--- src/rtl/q2e_pkg.sv ---
`default_nettype none

package q2e_pkg;

    // cordic depth and output angle precision
    localparam int CORDIC_STEPS = 16;
    localparam int ANGLE_BITS   = 16;

    // widths
    localparam int STEP_W     = 5;   // index into the arctangent list
    localparam int CW         = 34;  // cordic x, y and angle
    localparam int NW         = 32;  // normalized matrix numerators
    localparam int SQ_W       = 62;  // square root radicand and partial root
    localparam int SQRT_CELLS = 31;  // one root bit per cell
    localparam int SQRT_TOP_K = SQRT_CELLS - 1;

    // output rounding
    localparam int OUT_S1     = 32 - ANGLE_BITS;
    localparam int OUT_S1_HLF = (1 << OUT_S1) >> 1;
    localparam int OUT_R      = (ANGLE_BITS >= 16) ? ANGLE_BITS - 16 : 0;
    localparam int OUT_R_HLF  = (1 << OUT_R) >> 1;
    localparam int OUT_L      = (ANGLE_BITS < 16) ? 16 - ANGLE_BITS : 0;

    typedef struct packed {
        logic signed [15:0] quat_w;
        logic signed [15:0] quat_x;
        logic signed [15:0] quat_y;
        logic signed [15:0] quat_z;
    } t_quat_in;

    typedef struct packed {
        logic signed [15:0] roll_angle;
        logic signed [15:0] pitch_angle;
        logic signed [15:0] yaw_angle;
        logic               degenerate;
    } t_euler_out;

    // one atan2 lane of the cordic row
    typedef struct packed {
        logic signed [CW-1:0] x;
        logic signed [CW-1:0] y;
        logic signed [CW-1:0] z;
        logic                 zero;
    } t_lane;

    typedef struct packed {
        t_lane [2:0] lane;
        logic        degen;
    } t_cordic;

    // square root partial state
    typedef struct packed {
        logic [SQ_W-1:0] rem;
        logic [SQ_W-1:0] res;
    } t_sqrt;

    // arctangent of 2^-i, pi = 2^31
    function automatic logic signed [CW-1:0] f_atan(input logic [STEP_W-1:0] idx);
        logic [31:0] v;
        case (idx)
            5'd0:  v = 32'd536870912;
            5'd1:  v = 32'd316933406;
            5'd2:  v = 32'd167458907;
            5'd3:  v = 32'd85004756;
            5'd4:  v = 32'd42667331;
            5'd5:  v = 32'd21354465;
            5'd6:  v = 32'd10679838;
            5'd7:  v = 32'd5340245;
            5'd8:  v = 32'd2670163;
            5'd9:  v = 32'd1335087;
            5'd10: v = 32'd667544;
            5'd11: v = 32'd333772;
            5'd12: v = 32'd166886;
            5'd13: v = 32'd83443;
            5'd14: v = 32'd41722;
            5'd15: v = 32'd20861;
            5'd16: v = 32'd10430;
            5'd17: v = 32'd5215;
            5'd18: v = 32'd2608;
            5'd19: v = 32'd1304;
            5'd20: v = 32'd652;
            5'd21: v = 32'd326;
            5'd22: v = 32'd163;
            5'd23: v = 32'd81;
            5'd24: v = 32'd41;
            5'd25: v = 32'd20;
            5'd26: v = 32'd10;
            5'd27: v = 32'd5;
            5'd28: v = 32'd3;
            5'd29: v = 32'd1;
            5'd30: v = 32'd1;
            default: v = 32'd0;
        endcase
        return $signed({{(CW-32){1'b0}}, v});
    endfunction

    // round the internal angle to a 16-bit binary angle
    function automatic logic [15:0] f_to_out(input logic signed [CW-1:0] a);
        logic signed [CW+1:0] q;
        q = (CW+2)'(a) + (CW+2)'(OUT_S1_HLF);
        q = q >>> OUT_S1;
        q = (q + (CW+2)'(OUT_R_HLF)) >>> OUT_R;
        q = q <<< OUT_L;
        return q[15:0];
    endfunction

endpackage

`default_nettype wire

--- src/rtl/q2e_sqrt_cell.sv ---
`default_nettype none

module q2e_sqrt_cell (
    input  logic                   i_clk,
    input  logic [q2e_pkg::STEP_W-1:0] i_k,
    input  q2e_pkg::t_sqrt         i_data,
    output q2e_pkg::t_sqrt         o_data
);
    import q2e_pkg::*;

    logic [SQ_W-1:0] bit_val;
    logic [SQ_W-1:0] trial;
    t_sqrt           n_data;
    t_sqrt           r_data;

    // one restoring root digit: trial subtract of res + 4^k
    always_comb begin
        bit_val = SQ_W'(1) << {i_k, 1'b0};
        trial   = i_data.res + bit_val;
        if (i_data.rem >= trial) begin
            n_data.rem = i_data.rem - trial;
            n_data.res = (i_data.res >> 1) + bit_val;
        end else begin
            n_data.rem = i_data.rem;
            n_data.res = i_data.res >> 1;
        end
    end

    always_ff @(posedge i_clk) begin
        r_data <= n_data;
    end

    assign o_data = r_data;

endmodule

`default_nettype wire

--- config.mk ---
export PLATFORM = sky130hd
export DESIGN_NAME = q2e_sqrt_cell
export DESIGN_NICKNAME = d
export VERILOG_FILES = /design/src/rtl/q2e_pkg.sv /design/src/rtl/q2e_sqrt_cell.sv
export SDC_FILE = /design/constraint.sdc
export NUM_CORES = 1
export LEC_CHECK = 0
export ABC_AREA = 0
export BUFFER_PORTS_ARGS = -buffer_cell sky130_fd_sc_hd__clkbuf_2
export CAP_MARGIN = 20
export CORE_MARGIN = 3
export CORE_UTILIZATION = 30
export CTS_CLUSTER_DIAMETER = 200
export CTS_CLUSTER_SIZE = 28
export DETAILED_ROUTE_END_ITERATION = 16
export PLACE_DENSITY_LB_ADDON = 0.05
export SYNTH_ARGS = -nofsm -noshare
export SYNTH_HDL_FRONTEND = slang
export SYNTH_SLANG_ARGS = --single-unit
--- constraint.sdc ---
create_clock -name i_clk -period 9.38 [get_ports i_clk]
set_input_delay 1.407 -clock i_clk [delete_from_list [all_inputs] [get_ports i_clk]]
set_output_delay 1.407 -clock i_clk [all_outputs]
set_load 0.01 [all_outputs]
# --- Word level (Yosys, flattened, before mapping) ---
# Index checks and enable logic that the tools add are counted.
totals:
  register_bits: 124
  wordCells: 9
classes:
  addsub: 3
  n_lt_le_gt_ge: 1
  n_shift: 1
  muxes: 1
op_table:
  columns: ["cell", "count"]
  rows:
  - ["$mux 124", 1]
  - ["$add 61x62->62", 1]
  - ["$add 62x62->62", 1]
  - ["$ge 62x62->1", 1]
  - ["$shl 1x6->62 const A", 1]
  - ["$sub 62x62->62", 1]

# --- Depth between registers and ports, before layout ---
depth:
  ltp_word: 4
  ltp_mapped: 29
  mapped_depth_nobuf: 24

# --- Worst setup path after synthesis ---
# OpenSTA, ideal clock, no wires.
synth_timing:
  path_kind: "input to register"
  from: "in i_k[0] in the netlist's numbering"
  to: "reg r_data, in the netlist o_data[93]"
  setup_time_ps: 121
  t_arrival_ps: 6863
  path_slack_ps: 2397
  cell_stages: 26
  cell_sequence: "buf_2 > nand2b_1 > buf_1 > nor2_1 > ha_1 > nand4_1 > o21ai_0 > a31o_2 > a21oi_1 > o41a_1 > nor4_2 > o22ai_2 > o41ai_4 > xnor2_1 > ha_1 > clkbuf_1 > nand4_1 > nor3_1 > nand3_1 > nor3_2 > o21ai_1 > a21oi_1 > nor3b_2 > o311ai_2 > buf_2 > mux2_2"
synth_lines:
  columns: ["item", "line_no", "text"]
  rows:
  - ["start: declaration", "q2e_sqrt_cell.sv:5", "input logic [q2e_pkg::STEP_W-1:0] i_k,"]
  - ["end signal: assignment", "q2e_sqrt_cell.sv:30", "r_data <= n_data;"]
  - ["end: declaration", "q2e_sqrt_cell.sv:14", "t_sqrt r_data;"]

==> impl_metrics.csv <==
group,metric,value,unit
run_status,status,"completed",
worst_setup_path,worstSetupPathType,"input pin to flop",
logic_synthesis,synth_cells,1728,
worst_setup_path,crit_path_start,"i_k[2]",
clocking,clock-sinks,124,
logic_synthesis,yosysWarnings,0,
logic_synthesis,syn_avg_cell_area,7.34,µm²
clocking,path_clk_slew,0.06,ns
clocking,cts_inserted_buffers,17,
routing,ant_nets,0,
layout,fillers,4508,
grt,grt_max_degree,95,
place,placement.io_buffers,253,
die,die_area,44800,µm²
layout,nets,2168,
logic_synthesis,synth_area_leader_cell,"dfxtp_1",
sta,grt_setup_unrepaired,"false",
pwr,power_frac_seq,0.304,
routing,via_per_inst,5.41,
worst_setup_path,cp.arrival,8.28,ns
sta,relSlewSlack,0.409,
logic_synthesis,synth_adder_area_share,0.109,
logic_synthesis,muxShareOfSynthArea,0.00414,
worst_setup_path,cp.depth,25,
worst_setup_path,critPathSlowestCell,"o311a_2",
worst_setup_path,critPathMaxStageDelay,0.78,ns
sta,final.period_utilization,0.844,
sta,finalHoldViolCount,0,
die,die_width,212,µm
routing,first_pass_iters,6,
worst_setup_path,worst-path-buf-inv,2,
logic_synthesis,synth-xor-area-share,0.131,
logic_synthesis,ys.flop_type,"dfxtp_1",
place,hpwl,42400,µm
grt,antenna_found_initial,0,
logic_synthesis,synthSimpleGateAreaFrac,0.237,
routing,post_drt_wl_per_cell,20.7,µm
routing,vias,13400,
grt,first_global_vias,12900,
die,fp-row-count,74,
die,start_util,0.307,
pwr,pwr_density_cell,140,nW/µm²
layout,drive_gt1_frac,0.178,
pwr,p_int,1310,µW
pwr,power_switching,785,µW
worst_hold_path,hp-class,"input pin to flop",
layout,layout.cells.most_common,"clkbuf_2",
sta,min_period,7.92,ns
sta,worst_slew_pin_slew,0.864,ns
logic_synthesis,synth_compound_area_frac,0.284,
place,gp_congestion,0.902,
logic_synthesis,synth_nets,1965,
logic_synthesis,yosysSeqAreaShare,0.196,
layout,largest_reg_flops,124,
grt,grt-ovfl-total,0,
worst_setup_path,startpoint_type,"input pin",
routing,route.detailed.drc,0,
die,core_area,41300,µm²
worst_setup_path,crit_required,9.74,ns
die,io_pins,254,
sta,drv_slew,0,
logic_synthesis,yosys-top-cells-area,"dfxtp_1 20%, ha_1 10%, xnor2_1 7.3%",
clocking,postCtsHoldBufs,0,
clocking,post_cts_buffers,0,
worst_hold_path,hold_start,"i_data[107]",
pwr,power.leakage,0.00652,µW
die,dieHeight,212,µm
grt,grt_pass1_wl,77600,µm
sta,fin_tns_setup,0,ns
worst_hold_path,holdPathStages,3,
layout,final_cell_mix,"253 x clkbuf_2, 204 x nand2_1, 178 x nor2_1, 175 x a21oi_1, 124 x dfxtp_1",
worst_setup_path,worst-path-max-fanout,34,
clocking,cts_tree,"done",
job,drv_cap,0,
clocking,cts-resized-gates,0,
clocking,cts_buffer_depth,2,
logic_synthesis,synthArstFlopShare,0,
routing,postRouteWirelength,51100,µm
logic_synthesis,yosysUniqueCellTypes,95,
layout,antennaDiodeCount,0,
clocking,root_buffer,"clkbuf_16",
sta,setup_violations,0,
layout,area_growth,17.8,%
logic_synthesis,synth_edf_count,0,
sta,hold_ws,1.15,ns
pwr,p_clk_frac,0.324,
clocking,htreeDepth,4,
worst_setup_path,end_kind,"flop",
pwr,switching_share,0.374,
logic_synthesis,syn-cell-area,12700,µm²
worst_setup_path,cp_top_family,"simple AND/OR/NAND/NOR gates",
logic_synthesis,synth_top_family_by_area,"compound AO/OA/AOI/OAI gates",
pwr,peakVddDrop,0.130,mV
logic_synthesis,ys_ff_latch,124,
logic_synthesis,yosysTopAreaCellShare,0.196,
sta,timing.fmax,126,MHz
routing,drt_iter0_drc,1280,
pwr,pwr-share-comb,0.373,
grt,grt_usage,0.227,
-- logic make-up after synthesis --
group	after synthesis
mux	5
flops	124
simple gates	626
fa+ha+maj	111
buf+inv	116
compound gates	556
xor+xnor	190
-- synthesized netlist by cell type, drive strengths merged, types with 16 or more instances --
master and count:
nand3 36, dfxtp 124, nor3 37, o21a 18, a31oi 41, o21ai 124
nand2 204, inv 36, buf 27, a21o 55, nand4 39, clkbuf 52
o31ai 16, nor2 183, ha 106, xnor2 106, a21oi 176, o21bai 28
xor2 84, and2 18, and3 22
-- tightest hold or removal path, delay by kind of cell --
kind / cells / cell delay [ns]
buffers and inverters: 1 / 0.09
AOI/OAI and AO/OA: 1 / 0.05
and+or+nand+nor: 1 / 0.04
-- cell type report --
type / instances / area [µm²] / share of cell area
inverters: 37 / 139 / 0.00929
clock buffers: 20 / 437 / 0.0292
flip-flops and latches: 124 / 2480 / 0.166
multi-input cells: 1488 / 9720 / 0.651
clock inverters: 11 / 145 / 0.00971
well taps: 532 / 666 / 0.0445
repair buffers: 263 / 1350 / 0.0906
-- worst paths after layout --
check           to  slack, ns
max     o_data[49]       1.46
min    o_data[107]       1.15
-- power by group through the flow --
stage | registers, µW | logic (µW) | clock network [µW]
floorplan | 686 | 447 | 0
global placement | 649 | 786 | 0
detailed placement | 649 | 780 | 0
CTS | 638 | 785 | 707
global route | 644 | 861 | 721
finish | 637 | 782 | 679
-- metrics by stage --
stage               utilization  power [µW]  area (µm²)  setup WS [ns]  std cells
floorplan                     -        1130       12700           2.40       1728
global placement          0.348        1430       14400           1.26       2444
detailed placement        0.348        1430       14400          0.965       2444
CTS                       0.362        2130       14900           1.51       2475
global route              0.362        2230       14900          0.949       2475
finish                    0.362        2100       14900           1.46       2475
-- layer usage --
layer | vias up | track usage | routed length, µm
met5 | - | 0 | 0
met4 | 0 | 0.0603 | 789
met3 | 42 | 0.0412 | 2870
met2 | 404 | 0.339 | 21900
met1 | 6269 | 0.335 | 25600
li1 | 6670 | - | -
Note: power is estimated with default switching activity, not from simulation.
