--- config.mk ---
export PLATFORM = sky130hd
export DESIGN_NAME = q2e_cordic_cell
export DESIGN_NICKNAME = d
export VERILOG_FILES = /design/src/rtl/q2e_pkg.sv /design/src/rtl/q2e_cordic_cell.sv
export SDC_FILE = /design/constraint.sdc
export NUM_CORES = 2
export LEC_CHECK = 0
export ABC_AREA = 0
export BUFFER_PORTS_ARGS = -buffer_cell sky130_fd_sc_hd__buf_2
export CAP_MARGIN = 5
export CELL_PAD_IN_SITES_DETAIL_PLACEMENT = 1
export CELL_PAD_IN_SITES_GLOBAL_PLACEMENT = 2
export CORE_MARGIN = 1.5
export CORE_UTILIZATION = 36
export CTS_CLUSTER_DIAMETER = 50
export DETAILED_ROUTE_END_ITERATION = 8
export HOLD_SLACK_MARGIN = 0.06
export PLACE_DENSITY_LB_ADDON = 0.1
export SETUP_SLACK_MARGIN = 0.05
export SYNTH_ARGS = -nofsm -noshare
export SYNTH_HDL_FRONTEND = slang
export SYNTH_SLANG_ARGS = --single-unit
--- constraint.sdc ---
create_clock -name i_clk -period 7.93 [get_ports i_clk]
set_input_delay 0.793 -clock i_clk [delete_from_list [all_inputs] [get_ports i_clk]]
set_output_delay 0.793 -clock i_clk [all_outputs]
set_load 0.03 [all_outputs]
--- src/rtl/q2e_pkg.sv ---
`default_nettype none

package q2e_pkg;

    // cordic depth and output angle precision
    localparam int CORDIC_STEPS = 16;
    localparam int ANGLE_BITS   = 16;

    // widths
    localparam int STEP_W     = 5;   // index into the arctangent list
    localparam int CW         = 34;  // cordic x, y and angle
    localparam int NW         = 32;  // normalized matrix numerators
    localparam int SQ_W       = 62;  // square root radicand and partial root
    localparam int SQRT_CELLS = 31;  // one root bit per cell
    localparam int SQRT_TOP_K = SQRT_CELLS - 1;

    // output rounding
    localparam int OUT_S1     = 32 - ANGLE_BITS;
    localparam int OUT_S1_HLF = (1 << OUT_S1) >> 1;
    localparam int OUT_R      = (ANGLE_BITS >= 16) ? ANGLE_BITS - 16 : 0;
    localparam int OUT_R_HLF  = (1 << OUT_R) >> 1;
    localparam int OUT_L      = (ANGLE_BITS < 16) ? 16 - ANGLE_BITS : 0;

    typedef struct packed {
        logic signed [15:0] quat_w;
        logic signed [15:0] quat_x;
        logic signed [15:0] quat_y;
        logic signed [15:0] quat_z;
    } t_quat_in;

    typedef struct packed {
        logic signed [15:0] roll_angle;
        logic signed [15:0] pitch_angle;
        logic signed [15:0] yaw_angle;
        logic               degenerate;
    } t_euler_out;

    // one atan2 lane of the cordic row
    typedef struct packed {
        logic signed [CW-1:0] x;
        logic signed [CW-1:0] y;
        logic signed [CW-1:0] z;
        logic                 zero;
    } t_lane;

    typedef struct packed {
        t_lane [2:0] lane;
        logic        degen;
    } t_cordic;

    // square root partial state
    typedef struct packed {
        logic [SQ_W-1:0] rem;
        logic [SQ_W-1:0] res;
    } t_sqrt;

    // arctangent of 2^-i, pi = 2^31
    function automatic logic signed [CW-1:0] f_atan(input logic [STEP_W-1:0] idx);
        logic [31:0] v;
        case (idx)
            5'd0:  v = 32'd536870912;
            5'd1:  v = 32'd316933406;
            5'd2:  v = 32'd167458907;
            5'd3:  v = 32'd85004756;
            5'd4:  v = 32'd42667331;
            5'd5:  v = 32'd21354465;
            5'd6:  v = 32'd10679838;
            5'd7:  v = 32'd5340245;
            5'd8:  v = 32'd2670163;
            5'd9:  v = 32'd1335087;
            5'd10: v = 32'd667544;
            5'd11: v = 32'd333772;
            5'd12: v = 32'd166886;
            5'd13: v = 32'd83443;
            5'd14: v = 32'd41722;
            5'd15: v = 32'd20861;
            5'd16: v = 32'd10430;
            5'd17: v = 32'd5215;
            5'd18: v = 32'd2608;
            5'd19: v = 32'd1304;
            5'd20: v = 32'd652;
            5'd21: v = 32'd326;
            5'd22: v = 32'd163;
            5'd23: v = 32'd81;
            5'd24: v = 32'd41;
            5'd25: v = 32'd20;
            5'd26: v = 32'd10;
            5'd27: v = 32'd5;
            5'd28: v = 32'd3;
            5'd29: v = 32'd1;
            5'd30: v = 32'd1;
            default: v = 32'd0;
        endcase
        return $signed({{(CW-32){1'b0}}, v});
    endfunction

    // round the internal angle to a 16-bit binary angle
    function automatic logic [15:0] f_to_out(input logic signed [CW-1:0] a);
        logic signed [CW+1:0] q;
        q = (CW+2)'(a) + (CW+2)'(OUT_S1_HLF);
        q = q >>> OUT_S1;
        q = (q + (CW+2)'(OUT_R_HLF)) >>> OUT_R;
        q = q <<< OUT_L;
        return q[15:0];
    endfunction

endpackage

`default_nettype wire

--- src/rtl/q2e_cordic_cell.sv ---
`default_nettype none

module q2e_cordic_cell (
    input  logic                   i_clk,
    input  logic                   i_rst_n,
    input  logic [q2e_pkg::STEP_W-1:0] i_step,
    input  logic                   i_valid,
    input  q2e_pkg::t_cordic       i_data,
    output logic                   o_valid,
    output q2e_pkg::t_cordic       o_data
);
    import q2e_pkg::*;

    logic signed [CW-1:0] tab;
    t_cordic              n_data;
    t_cordic              r_data;
    logic                 r_valid;

    // one vectoring micro-rotation on each of the three lanes
    always_comb begin
        tab    = f_atan(i_step);
        n_data = i_data;
        for (int i = 0; i < 3; i++) begin
            if (!i_data.lane[i].y[CW-1]) begin
                n_data.lane[i].x = i_data.lane[i].x + (i_data.lane[i].y >>> i_step);
                n_data.lane[i].y = i_data.lane[i].y - (i_data.lane[i].x >>> i_step);
                n_data.lane[i].z = i_data.lane[i].z + tab;
            end else begin
                n_data.lane[i].x = i_data.lane[i].x - (i_data.lane[i].y >>> i_step);
                n_data.lane[i].y = i_data.lane[i].y + (i_data.lane[i].x >>> i_step);
                n_data.lane[i].z = i_data.lane[i].z - tab;
            end
        end
    end

    always_ff @(posedge i_clk) begin
        if (!i_rst_n) begin
            r_valid <= 1'b0;
        end else begin
            r_valid <= i_valid;
        end
    end

    always_ff @(posedge i_clk) begin
        r_data <= n_data;
    end

    assign o_valid = r_valid;
    assign o_data  = r_data;

endmodule

`default_nettype wire

After elaboration in Yosys (flattened, before gate mapping) --
Memory sizes are Yosys's and may differ from the RTL's. Cells that the tools add are included.
Word-level totals: ROM bits 960, memory bits (writable) 0, memories kept 1, input bits 318, latch bits 0, logic and storage cells 42, flip-flop bits (word level) 311
Operators by class: add/subtract/negate cells 18, multiplexer cells 3, div/mod/pow operators 0, equality and inequality tests 0, $lt $le $gt $ge 0, multiply operators 0, shift operators 6, bitwise gates (word level) 0, reductions and logical operators 0
Memory list:
- (name not given) | depth 32, bits a word 30, rd ports 1, clocked after Yosys merged registers in 0, wr ports 0, line q2e_pkg.sv:60 | case (idx)
Operators by type and width (count):
- $mux W102 | 3
- $add A34 B34 Y34 | 6
- $sshr A34 B5 Y34 | 6
- $sub A34 B34 Y34 | 6
- $add A34 B33 Y34 | 3
- $sub A34 B33 Y34 | 3

Logic depth before layout (Yosys ltp) --
depth in word-level cells 3, gate-level depth with buffers 33, gate-level depth less buffers 24

Worst setup path before layout --
OpenSTA, ideal clock, no wires.
kind input to register, start point input i_step[4] in the netlist's numbering, end point register r_data, in the netlist o_data[205], setup slack 0.650 ns, stages on the path 33, data required time 7.824 ns, arrival time 7.174 ns, path through buf_2 -> clkbuf_1 -> buf_2 -> buf_2 -> buf_2 -> buf_2 -> buf_2 -> buf_1 -> buf_2 -> buf_2 -> buf_2 -> buf_1 -> buf_1 -> nand2_1 -> o21ai_0 -> ha_1 -> nand4_1 -> nor3_1 -> and3_1 -> clkbuf_1 -> a211oi_1 -> a21oi_1 -> o21ai_0 -> ha_1 -> a21o_1 -> a21o_1 -> a21oi_1 -> nand3b_1 -> o21ai_0 -> a311o_1 -> a31o_2 -> or4b_2 -> o311ai_0
RTL lines:
- start, declared | line q2e_cordic_cell.sv:6 | input logic [q2e_pkg::STEP_W-1:0] i_step,
- end signal, assigned | line q2e_cordic_cell.sv:45 | r_data <= n_data;
- end, declared | line q2e_cordic_cell.sv:16 | t_cordic r_data;

==> impl_metrics.yaml <==
grt:
  grt_max_degree: 77
  grt_pass1_wl_microns: 278000
  grt_pass1_vias: 42600
  grt.overflow.total: 0
  antenna_found_initial: 15
  track_usage: 0.312
clock_tree:
  cts_setup_buffers: 0
  cts_hold_buffers: 0
  cts_sinks: 311
  htreeDepth: 2
  root_buffer: "clkbuf_16"
  clockBufferDepth: 3
  cts_buffers: 51
  cts_tree: "built"
  clkTransAtPathRegs_ns: 0.06
  cts_resized: 0
yosys:
  synth-edff-count: 0
  synth_seq_cells: 311
  ys_top_cells_by_area: "dfxtp_1, mux4_2, ha_1, xnor2_1, mux2i_1"
  avgSynthCellArea_sq_um: 8.41
  yosys.area.top_type: "dfxtp_1"
  synthCells: 4875
  async_reset_ff_frac: 0
  synth.net_count: 5514
  synth_area_sq_mm: 0.0410
  yosysWarnings: 0
  synth_top_area_share: 0.152
  yosysMostFrequentCell: "nor2_1"
  dominantRegCellSynth: "dfxtp_1"
  synthDistinctLibCells: 107
  synth_seq_area_share: 0.152
  synthTopCellsByCount: "nor2_1, a21oi_1, nand2_1"
critical_path:
  critical_path_class: "input pin to flip-flop"
  endpoint_kind: "flip-flop"
  cp_top_family: "compound AO/OA/AOI/OAI gates"
  crit_buf_inv: 3
  setup.worst_path.start: "i_step[0]"
  cp_slowest_stage_delay_ns: 0.77
  crit_arrival_ns: 7.52
  cp_slowest_cell: "a221oi_1"
  crit_chain: "buf_8 -> buf_12 -> buf_4 -> mux2_2 -> nand3_1 -> nand3_1 -> a221oi_1 -> and3_1 -> nor3b_1 -> and2_0 -> o2111ai_1 -> a21oi_1 -> o2bb2ai_1 -> ha_1 -> a21o_1 -> a21o_1 -> a21oi_1 -> nand3b_1 -> o21ai_0 -> a311o_1 -> a31o_2 -> or4b_2 -> o311ai_0"
  worstSetupEndpoint: "o_data[205]"
  worstSetupPathDepth: 23
  cp-start-kind: "input pin"
  path_max_fanout: 52
  cp_data_required_time_ns: 8.46
route:
  wl_microns: 187000
  drc: 0
  first_pass_iters: 6
  postRouteAntennaNets: 0
  post_drt_wl_per_cell_microns: 27.0
  vias: 42500
  viasPerCell: 6.14
  drt_iter0_markers: 3485
floorplan:
  ioPinCount: 629
  fp-row-count: 123
  core_area_sq_mm: 0.113
  die_h_microns: 340
  die_x_microns: 340
  start_util: 0.364
  dieArea_sq_mm: 0.116
timing:
  fin_crit_ns: 6.99
  setup_viol: 0
  slew-limit-headroom: 0.279
  worst_pin_slew_ns: 1.07
  hold_viol_final: 0
  rsz0062_at_grt: "no"
  finalMaxSlewViolations: 0
  fin_crit_sh: 0.881
  fin_setup_tns_ns: 0
  fmax_mhz: 143
cells_and_area:
  drive_gt1_frac: 0.227
  areaGrowthSynthToFinish_pct: 15.9
  fin_nets: 6019
  final_area_sq_mm: 0.0475
power:
  irDropWorstVdd_v: 0.000230
  leakage_nw: 20.5
  powerDensity_mw_per_mm2: 236
run:
  cap_violations: 0
placement:
  place_area_sq_mm: 0.0456
  port_buffers: 628
  gp_congestion: 0.966
  hpwl_microns: 150000
outcome:
  outcome: "finished, final reports clean"
hold_path:
  hp-class: "input pin to flip-flop"
kinds of logic after synthesis:
group                    Yosys count  synth area share
multiplexers                     555             0.216
flip-flops                       311             0.152
XOR/XNOR                         442            0.0944
AND/OR/NAND/NOR                 1410             0.166
AO/OA/AOI/OAI                   1421             0.225
adder cells (fa/ha/maj)          321            0.0996
buffers and inverters            415            0.0471
metal layers:
layer  track usage  vias to the layer above  wire [microns]
met1         0.410                    20900           80400
met5             0                        -              44
met3        0.0559                      401           13400
met4         0.128                        6            8360
li1              -                    19400               -
met2         0.502                     1833           84800
cells in the final DEF, fill, tap and decap left out, types with 52 or more instances in the layout:
| cell type | instances |
|---|---|
| o21a_1 | 69 |
| clkbuf_16 | 52 |
| xnor2_1 | 288 |
| buf_4 | 95 |
| nand2_1 | 370 |
| o22ai_1 | 52 |
| ha_1 | 312 |
| a21o_1 | 127 |
| dfxtp_1 | 311 |
| a31oi_1 | 70 |
| mux2_2 | 56 |
| xor2_1 | 154 |
| and3_1 | 58 |
| nor3_1 | 124 |
| o21ai_0 | 246 |
| mux2i_1 | 234 |
| nand2b_1 | 55 |
| nor2_1 | 424 |
| mux4_2 | 256 |
| buf_2 | 620 |
| a21oi_1 | 420 |
| nand3_1 | 94 |
| inv_1 | 130 |
state kept, by name, summed over array words and instances (netlist names):
register / flops
o_data: 310
o_valid: 1
through the flow:
step           setup slack (ns)  hold WS [ns]  power, W   util  instances
6_report                  0.940         0.239    0.0112  0.422       6928
5_1_grt                   0.496         0.212    0.0119  0.422       6927
4_1_cts                    1.02         0.195    0.0113  0.422       6922
3_5_place_dp              0.329         0.897   0.00873  0.405       6827
3_3_place_gp              0.560         0.899   0.00870  0.405       6827
2_1_floorplan             0.650         0.821   0.00677      -       4875
power breakdown:
part           internal (W)  switching, W  total, W
combinational       0.00219       0.00415   0.00634
clock               0.00154      0.000938   0.00248
sequential          0.00220      0.000198   0.00240
final cells by class:
class | instances | area (sq um)
fill | 13600 | 65100
antenna | 6 | 15.0
clock buffer | 59 | 1350
inverter | 135 | 517
tap | 1500 | 1880
clock inverter | 36 | 528
timing repair buffer | 732 | 4120
sequential | 311 | 6230
multi-input combinational | 4149 | 32900
worst min path at each step:
stage / from / to / cells past startpoint
2_1_floorplan: i_data[0] / o_data[0] / 0
3_3_place_gp: i_data[1] / o_data[1] / 1
3_5_place_dp: i_data[1] / o_data[1] / 1
4_1_cts: i_data[1] / o_data[1] / 1
5_1_grt: i_data[0] / o_data[0] / 1
6_report: i_data[1] / o_data[1] / 1
Power figures use the tool's default switching activity.
